$ cat config.mk
export PLATFORM = sky130hd
export DESIGN_NAME = lwm_ram
export DESIGN_NICKNAME = d
export VERILOG_FILES = /design/src/rtl/lwm_ram.sv
export SDC_FILE = /design/constraint.sdc
export NUM_CORES = 1
export LEC_CHECK = 0
export BUFFER_PORTS_ARGS = -buffer_cell sky130_fd_sc_hd__buf_2
export CORE_MARGIN = 8
export CORE_UTILIZATION = 50
export CTS_CLUSTER_SIZE = 10
export DETAILED_ROUTE_END_ITERATION = 10
export PLACE_DENSITY = 0.7
export SYNTH_ARGS = -nofsm -noshare
export SYNTH_HDL_FRONTEND = slang
export SYNTH_SLANG_ARGS = --single-unit
$ cat constraint.sdc
create_clock -name clk -period 1.7 [get_ports clk]
set_input_delay 0.34 -clock clk [delete_from_list [all_inputs] [get_ports clk]]
set_output_delay 0.34 -clock clk [all_outputs]
set_load 0.1 [all_outputs]
$ cat src/rtl/lwm_ram.sv
// ----------------------------------------------------------------------------
// lwm_ram
// Generic single-write, single-read RAM with registered read data.
// ----------------------------------------------------------------------------
module lwm_ram #(
    parameter int WIDTH = 8,
    parameter int DEPTH = 16
) (
    input  logic                     clk,
    input  logic                     we,
    input  logic [$clog2(DEPTH)-1:0] waddr,
    input  logic [WIDTH-1:0]         wdata,
    input  logic [$clog2(DEPTH)-1:0] raddr,
    output logic [WIDTH-1:0]         rdata
);

    logic [WIDTH-1:0] mem [DEPTH];

    // write port and registered read port
    always_ff @(posedge clk)
    begin
        if (we)
        begin
            mem[waddr] <= wdata;
        end
        rdata <= mem[raddr];
    end

endmodule

==> results.cfg <==
[sta]
timing.final.ws_setup_ns = 0.07379
setup_viol = 0
period_minus_slack_ns = 1.626
timing.fmax_mhz = 614.9
rsz0062_at_grt = false
hold_viol_final = 0
fin_crit_sh_pct = 95.66
slew_headroom_pct = 48.39
fin_skew_ns = 0.005590
worst_pin_slew_ns = 0.7712
slew_viol_final = 0

[yosys]
syn_area_per_cell_um2 = 22.48
synthCells = 229
ys_ff_latch = 136
seq_area_frac_synth_pct = 77.78
syn_area_mm2 = 0.005147
ys_warn_count = 0
syn_nets = 247
yosysUniqueCellTypes = 19

[clocking]
htreeDepth = 4
worstSkewPairLatency_ns = 0.51
cts_buffer_depth = 2
cts_tree = yes
cts_buffers = 17
cts_setup_buffers = 0
clk_pin_slew_ns = 0.06
cts_num_sinks = 136
clock-root-buffer = clkbuf_8

[global_routing]
antenna_found_initial = 0
grt.total_usage_pct = 15.09
grt_pass1_wl_um = 15190
grt_max_degree = 33
gr-total-overflow = 0
grt_pass1_vias = 2596

[layout]
multi_input_area_mm2 = 0.001062
area_delta_synth_final_pct = 18.33
nets = 303
drive_gt1_share_pct = 31.54
seqCellArea_mm2 = 0.004004
diodes = 0
final_area_mm2 = 0.006091
fillers = 723

[place]
dp_hpwl_um = 6122
gp_congestion = 0.7363
place_area_mm2 = 0.005564
portBuffers = 25
post-place-ws_ns = -0.08669

[worst_setup_path]
reg2reg_from = mem[0][5]
cpMaxStageDelayCell = buf_2
worst-path-buf-inv = 1
r2r_cells = 3
worstSetupStartpointType = flop
cp_max_fo = 1
reg2reg_slack_ns = 0.27
cp_data_required_time_ns = 1.36
max_stage_delay_ns = 0.44
crit_family = buffers and inverters
path_cells = buf_2
timing.rr.end = rdata[5]
end_kind = output port
arrival_ns = 1.29
worstSetupPathType = reg -> out

[floorplanning]
start_util_pct = 50.77
pin_count = 26
dieArea_mm2 = 0.01380
coreArea_mm2 = 0.01014
dieHeight_um = 117.5
fp.dieW_um = 117.5
core.rowCount = 37

[power_and_ir_drop]
leakage_nw = 2.076
seqPwrFrac_pct = 50.2
ir_drop_mv = 0.6158
p_clk_share_pct = 43.0
power_density_mw_per_mm2 = 1234
pwr-share-comb_pct = 6.8
swShare_pct = 21.87
internal-power_mw = 5.871
finalPower_mw = 7.514
power.switching_mw = 1.643

[routing]
detail-route-antenna-nets = 0
detail_route.wl_per_cell_um = 22.61
drc = 0
drt_wl_total_um = 9814
viasPerCell = 5.548
detail_route.iter0.violations = 197
firstDrtPassIters = 4
vias = 2408

[worst_hold_path]
holdPathEnd = mem[4][4]
hold_depth = 1
hp-start = wdata[4]
hold_class = in -> reg

[flow_run]
maxCapViolCount = 0

[outcome]
status = finished clean
-- flip-flops by register name, summed over array words and instances, names as in the netlist --
register	flops
mem	128
rdata	8
-- what timing repair did --
item / in CTS / in global routing
resized for setup: 0 / 1
setup endpoints to repair: 0 / 1
hold endpoints to repair: 0 / 0
hold buffers: 0 / 0
-- cells by family (layout without fill, tap and decap cells) --
logic type	count (synthesis)	after routing	share of synthesized area, %
AOI/OAI and AO/OA	16	16	2.334
buffers and inverters	10	79	1.677
DFF	136	136	77.78
muxes	32	32	15.02
and+or+nand+nor	35	35	3.184
-- power by group through the flow --
stage | logic [mW] | registers (mW) | clock network [mW]
6_report | 0.514 | 3.77 | 3.23
5_1_grt | 0.545 | 3.78 | 3.40
4_1_cts | 0.522 | 3.77 | 3.25
3_5_place_dp | 0.520 | 3.84 | 0
3_3_place_gp | 0.511 | 3.84 | 0
2_1_floorplan | 0.191 | 4.00 | 0
-- placed cells by master (no fill, tap or decap), types with 8 or more instances in the layout --
cell,instances
clkbuf_16,16
nor2_1,13
mux4_2,18
nand2_1,9
buf_4,19
mux4_1,14
buf_2,24
a22oi_1,16
edfxtp_1,128
dfxtp_1,8
-- worst max-delay path by stage --
stage | slack, ns | from | cells after the start | endpoint
final | 0.07 | rdata[5] | 1 | rdata[5]
after global routing | 0.02 | rdata[2] | 1 | rdata[2]
after CTS | 0.04 | rdata[3] | 1 | rdata[3]
after detailed placement | -0.09 | raddr[0] | 5 | rdata[4]
after global placement | -0.06 | raddr[0] | 5 | rdata[0]
after floorplan | 0.09 | waddr[2] | 2 | mem[3][0]
-- metal layers --
metal	vias to the layer above	share of wire, %	global-route usage [%]
li1	1082	-	-
met1	1240	43	18.70
met2	71	51	24.44
met3	15	4.9	4.604
met4	0	1.7	5.845
met5	-	0	0
-- area by class of cell --
cell class | instances | share of cell area, %
Multi-Input combinational cell | 83 | 17.44
Clock buffer | 23 | 7.334
Clock inverter | 9 | 1.274
Sequential cell | 136 | 65.74
Tap cell | 136 | 2.794
Timing Repair Buffer | 47 | 5.423
-- cells in the mapped netlist --
cell type / instances / share of area [%]
edfxtp_1: 128 / 75
mux4_2: 18 / 7.9
a22oi_1: 16 / 2.3
mux4_1: 14 / 7.1
nor2_1: 13 / 0.95
nand2_1: 9 / 0.66
dfxtp_1: 8 / 3.1
nor3_1: 4 / 0.39
buf_2: 3 / 0.29
buf_6: 3 / 0.66
clkdlybuf4s25_2: 3 / 0.58
nand2b_1: 2 / 0.24
nand3b_1: 2 / 0.29
and2_1: 1 / 0.12
and2b_1: 1 / 0.15
buf_4: 1 / 0.15
nand3_1: 1 / 0.097
nor2b_1: 1 / 0.12
or3b_2: 1 / 0.17
-- metrics by stage --
step | utilization (%) | cells | hold slack (ns) | TNS, ns
floorplan | - | 229 | 0.4389 | 0
global placement | 54.88 | 402 | 0.6548 | -0.1762
detailed placement | 54.88 | 402 | 0.6599 | -0.2703
CTS | 60.05 | 434 | 0.1999 | 0
global route | 60.08 | 434 | 0.2006 | 0
finish | 60.08 | 434 | 0.2187 | 0
No activity file was read; power rests on OpenSTA's default activity.
