File: src/rtl/lwm_pkg.sv
// ----------------------------------------------------------------------------
// lwm_pkg
// Shared types and constants of the latency window monitor.
// ----------------------------------------------------------------------------
package lwm_pkg;

    localparam int TIME_W = 64;
    localparam int LIMIT_W = 48;

    // event modes
    localparam logic [2:0] MODE_MASK_OPEN     = 3'd0;
    localparam logic [2:0] MODE_MASK_CLOSE    = 3'd1;
    localparam logic [2:0] MODE_PREEMPT_OPEN  = 3'd2;
    localparam logic [2:0] MODE_PREEMPT_CLOSE = 3'd3;
    localparam logic [2:0] MODE_HANDLER_ENTER = 3'd4;
    localparam logic [2:0] MODE_HANDLER_EXIT  = 3'd5;
    localparam logic [2:0] MODE_READ          = 3'd6;

    // window kinds
    localparam logic [1:0] KIND_MASKED  = 2'd0;
    localparam logic [1:0] KIND_PREEMPT = 2'd1;
    localparam logic [1:0] KIND_HANDLER = 2'd2;

    // read statistics
    localparam logic [2:0] STAT_WORST_NET   = 3'd0;
    localparam logic [2:0] STAT_WORST_GROSS = 3'd1;
    localparam logic [2:0] STAT_WORST_TAG   = 3'd2;
    localparam logic [2:0] STAT_OVER        = 3'd3;
    localparam logic [2:0] STAT_TOTAL       = 3'd4;
    localparam logic [2:0] STAT_STALE       = 3'd5;
    localparam logic [2:0] STAT_IMPL        = 3'd6;
    localparam logic [2:0] STAT_HANDLER     = 3'd7;

    // configuration register indexes
    localparam logic [2:0] REG_ENABLE       = 3'd0;
    localparam logic [2:0] REG_PANIC_MODE   = 3'd1;
    localparam logic [2:0] REG_LIMIT_MASKED = 3'd2;
    localparam logic [2:0] REG_LIMIT_PREEMPT = 3'd3;
    localparam logic [2:0] REG_LIMIT_HANDLER = 3'd4;
    localparam logic [2:0] REG_IMPLAUSIBLE  = 3'd5;
    localparam logic [2:0] REG_REPORT_LIMIT = 3'd6;

    localparam logic [LIMIT_W-1:0] LIMIT_MASKED_RST  = 48'd500000;
    localparam logic [LIMIT_W-1:0] LIMIT_PREEMPT_RST = 48'd2000000;
    localparam logic [LIMIT_W-1:0] LIMIT_HANDLER_RST = 48'd500000;
    localparam logic [7:0]         REPORT_LIMIT_RST  = 8'd8;

    // result item
    typedef struct packed {
        logic              closed;
        logic [1:0]        kind;
        logic [TIME_W-1:0] gross_ticks;
        logic [TIME_W-1:0] net_ticks;
        logic              discarded;
        logic              over_limit;
        logic              panic;
        logic              report;
        logic              budget_spent;
        logic [15:0]       tag;
        logic              stale;
        logic [TIME_W-1:0] read_value;
    } result_t;

    // configuration as seen by the datapath
    typedef struct packed {
        logic               enable;
        logic               panic_mode;
        logic [LIMIT_W-1:0] limit_masked;
        logic [LIMIT_W-1:0] limit_preempt;
        logic [LIMIT_W-1:0] limit_handler;
        logic [LIMIT_W-1:0] implausible_ticks;
    } cfg_t;

endpackage

File: src/rtl/lwm_cfg.sv
// ----------------------------------------------------------------------------
// lwm_cfg
// Configuration register file and the report budget counter.
// ----------------------------------------------------------------------------
module lwm_cfg (
    input  logic           clk,
    input  logic           rst_n,
    input  logic           cfg_valid,
    input  logic [2:0]     cfg_index,
    input  logic [63:0]    cfg_data,
    input  logic           report_take,
    output lwm_pkg::cfg_t  cfg,
    output logic [7:0]     reports_left
);

    logic [7:0] reports_left_reg;

    // registers
    always_ff @(posedge clk or negedge rst_n)
    begin
        if (!rst_n)
        begin
            cfg.enable            <= 1'b0;
            cfg.panic_mode        <= 1'b0;
            cfg.limit_masked      <= lwm_pkg::LIMIT_MASKED_RST;
            cfg.limit_preempt     <= lwm_pkg::LIMIT_PREEMPT_RST;
            cfg.limit_handler     <= lwm_pkg::LIMIT_HANDLER_RST;
            cfg.implausible_ticks <= '0;
            reports_left_reg      <= lwm_pkg::REPORT_LIMIT_RST;
        end
        else
        begin
            if (report_take)
            begin
                reports_left_reg <= reports_left_reg - 8'd1;
            end
            if (cfg_valid)
            begin
                case (cfg_index)
                    lwm_pkg::REG_ENABLE:        cfg.enable <= cfg_data[0];
                    lwm_pkg::REG_PANIC_MODE:    cfg.panic_mode <= cfg_data[0];
                    lwm_pkg::REG_LIMIT_MASKED:  cfg.limit_masked <= cfg_data[47:0];
                    lwm_pkg::REG_LIMIT_PREEMPT: cfg.limit_preempt <= cfg_data[47:0];
                    lwm_pkg::REG_LIMIT_HANDLER: cfg.limit_handler <= cfg_data[47:0];
                    lwm_pkg::REG_IMPLAUSIBLE:   cfg.implausible_ticks <= cfg_data[47:0];
                    lwm_pkg::REG_REPORT_LIMIT:  reports_left_reg <= cfg_data[7:0];
                    default: ;
                endcase
            end
        end
    end

    assign reports_left = reports_left_reg;

endmodule

File: config.mk
export PLATFORM = sky130hd
export DESIGN_NAME = lwm_cfg
export DESIGN_NICKNAME = d
export VERILOG_FILES = /design/src/rtl/lwm_pkg.sv /design/src/rtl/lwm_cfg.sv
export SDC_FILE = /design/constraint.sdc
export NUM_CORES = 1
export LEC_CHECK = 0
export ABC_AREA = 0
export BUFFER_PORTS_ARGS = -buffer_cell sky130_fd_sc_hd__buf_2
export CAP_MARGIN = 15
export CORE_ASPECT_RATIO = 0.7
export CORE_MARGIN = 2
export CORE_UTILIZATION = 40
export DETAILED_ROUTE_END_ITERATION = 6
export PLACE_DENSITY_LB_ADDON = 0.25
export SLEW_MARGIN = 25
export SYNTH_ARGS = -nofsm -noshare
export SYNTH_HDL_FRONTEND = slang
export SYNTH_SLANG_ARGS = --single-unit
File: constraint.sdc
create_clock -name clk -period 2.1 [get_ports clk]
set_input_delay 0.315 -clock clk [delete_from_list [all_inputs] [get_ports clk]]
set_output_delay 0.315 -clock clk [all_outputs]
set_load 0.02 [all_outputs]
==> results.md <==
* Status: finished clean
* Die X-Extent at 170 um
* Remaining antenna violation count at 0
* Clock buffer depth at 3
* Setup Crit Path Kind: reg2reg
* CTS tree: yes
* Grt total ovfl at 0
* Worst Hold Launch: cfg_data[3]
* Later-pin clock latency in the skew report at 0.48 ns
* VDD IR max at 0.725 mV
* Core footprint at 18900 um2
* CP peak stage delay at 0.58 ns
* Post-CTS Hold Fix Bufs at 1
* Syn Nets at 536
* Sw Ratio at 0.321
* Yosys top cell by area: dfrtp_1
* Slew Limit Headroom at 0.704
* P&R area growth vs syn at 30.8%
* Vias at 4918
* FF+latch count, synth at 202
* Hold endpoint: reports_left[3]
* Max Clk Rate at 592 MHz
* Synthesized cell area at 7680 um2
* Final period util at 0.805
* Register area share after synthesis at 0.662
* Floorplan row count at 42
* Reg2Reg Setup Slack at 0.41 ns
* Initial Util at 0.407
* CP max FO at 5
* Port Buffers at 256
* Initial DRC count at 229
* Hold Vio Cnt, Final at 0
* Crit end category: flop
* Post-detailed-routing wire length at 18600 um
* Total power at 12.5 mW
* Layout cells sized above 1 at 0.695
* First-pass GRT wire length at 29100 um
* Syn_area_per_cell at 16.5 um2
* Gate power share at 0.275
* Post-synth EDFFs at 0
* Placed Instances at 953
* Largest cells by area after synthesis: dfrtp_1, mux2_2, dfstp_2
* Gate Count Post-Synth at 464
* Most frequent cells in the layout: buf_2, mux2_2, dfrtp_1
* CP Cell Sequence: or4b_4, or4_1, a31oi_1
* Reg2reg start: reports_left[0]
* CP Launch Type: flop
* Largest net degree at the start of global routing at 67
* Die height at 120 um
* CP top delay family: simple AND/OR/NAND/NOR gates
* Leakage at 4.78 nW
* Slowest library cell on the worst path: or4b_4
* Post-synth ARST share at 1.00
* Die ar. at 20300 um2
* CP Data Required Time at 2.50 ns
* Final instance area at 10000 um2
* Clock power frac at 0.296
* Vias in the first global route at 5284
* Synth Flop Type: dfrtp_1
* Unrepaired setup endpoints after global routing: false
* Remaining DRCs at 0
* Worst r2r dst: reports_left[5]
* Reg power frac at 0.429
* Fin. max-slew vios at 0
* Nets@finish at 807
* Worst hold slack at 0.0905 ns
* HPWL after DPL at 13000 um
* CP Depth at 3
* Num CTS Buffers at 21
* Routability cong. at 0.794
* Post-CTS Setup Bufs at 0
* Drt pass-1 iters at 4
* Sw Pwr at 4.03 mW
* Initial antenna violation count at 0
* Synth Warn # at 0
* Synth cell types at 28
* Max Cap Viol at 0
* Boundary Pins at 273
* Min cycle time layout at 1.69 ns
* Pwr Density at 1250 nW/um2
* Setup tns final at 0 ns
* Top-area cell type share of the netlist area at 0.587
* Post-CTS sizing at 0
* Most common cell after layout, fill and taps aside: buf_2
* Htree depth at 1
* Crit path buf inv count at 0
* Root Driver: clkbuf_16
* Internal power at 8.51 mW
* GRT Util Overall at 0.182
* Final Non-Filler Cells at 990
* Tightest Pin Transition at 0.444 ns
* Worst-path clk slew at 0.06 ns
* Average via count per standard cell at 4.97
* Hold Crit Depth at 3
* Skew final at 0.00588 ns
* Final setup vio count at 0
* Sinks on Clock Net at 202
* Worst EP arrival at 2.09 ns
* Reg2Reg Depth at 3
* Drt wl/cell at 18.8 um
* Hold crit path type: in2reg
* Antenna fix cells at 0
* Placement Cell Area at 9340 um2
* Max FFs per register at 194
==> worst register-to-register path: cells and delay by family, from the launching register on <==
kind / cells / cell delay (ns)
and+or+nand+nor: 2 / 0.99
AOI/OAI and AO/OA: 1 / 0.18
DFF: 1 / 0.44
==> cells in the mapped netlist (2+ instances only) <==
| library cell | count |
|---|---|
| a31oi_1 | 4 |
| buf_1 | 2 |
| buf_2 | 15 |
| buf_4 | 2 |
| clkbuf_1 | 3 |
| dfrtp_1 | 180 |
| dfstp_2 | 22 |
| inv_1 | 2 |
| mux2_2 | 195 |
| nand2_1 | 7 |
| nand4b_1 | 3 |
| nor2_1 | 4 |
| nor3_1 | 2 |
| o21ai_0 | 4 |
| o31ai_1 | 2 |
| or3_1 | 2 |
| or4_1 | 3 |
| xnor2_1 | 2 |
==> logic make-up after synthesis <==
group           after synthesis  synth area share
flops                       202             0.662
compound gates               11           0.00880
xor+xnor                      2           0.00228
mux                         195             0.286
simple gates                 29            0.0240
fa+ha+maj                     1           0.00163
buf+inv                      24            0.0152
==> stage by stage <==
step	setup WS, ns	util
final	0.410	0.532
after global routing	0.345	0.532
after CTS	0.421	0.532
after detailed placement	0.360	0.495
after global placement	0.384	0.495
after floorplan	0.426	-
==> power by group through the flow <==
stage / registers, mW / logic [mW] / clock network [mW]
2_1_floorplan: 6.54 / 0.927 / 0
3_3_place_gp: 5.37 / 3.43 / 0
3_5_place_dp: 5.43 / 3.49 / 0
4_1_cts: 5.38 / 3.50 / 3.81
5_1_grt: 5.50 / 3.67 / 3.98
6_report: 5.38 / 3.45 / 3.70
==> final cells by class <==
| class | instances | area, um2 |
|---|---|---|
| inverters | 2 | 7.51 |
| repair buffers | 270 | 1470 |
| flip-flops and latches | 202 | 5080 |
| multi-input cells | 238 | 2490 |
| clock inverters | 5 | 75.1 |
| clock buffers | 31 | 613 |
| fillers | 1536 | 8820 |
| well taps | 242 | 303 |
==> how the worst max path moves through the flow <==
stage,start,to,slack (ns)
after global routing,reports_left[0],reports_left[5],0.34
final,reports_left[0],reports_left[5],0.41
after floorplan,reports_left[0],reports_left[7],0.43
after global placement,cfg_index[2],cfg[166],0.38
after detailed placement,cfg_index[2],cfg[169],0.36
after CTS,reports_left[0],reports_left[5],0.42
==> layer usage <==
layer  wire (um)  GRT usage
met1        8230      0.246
met2        8550      0.291
met3        1460     0.0564
met4         363     0.0390
met5           0          0
(Power assumes the default switching activity.)
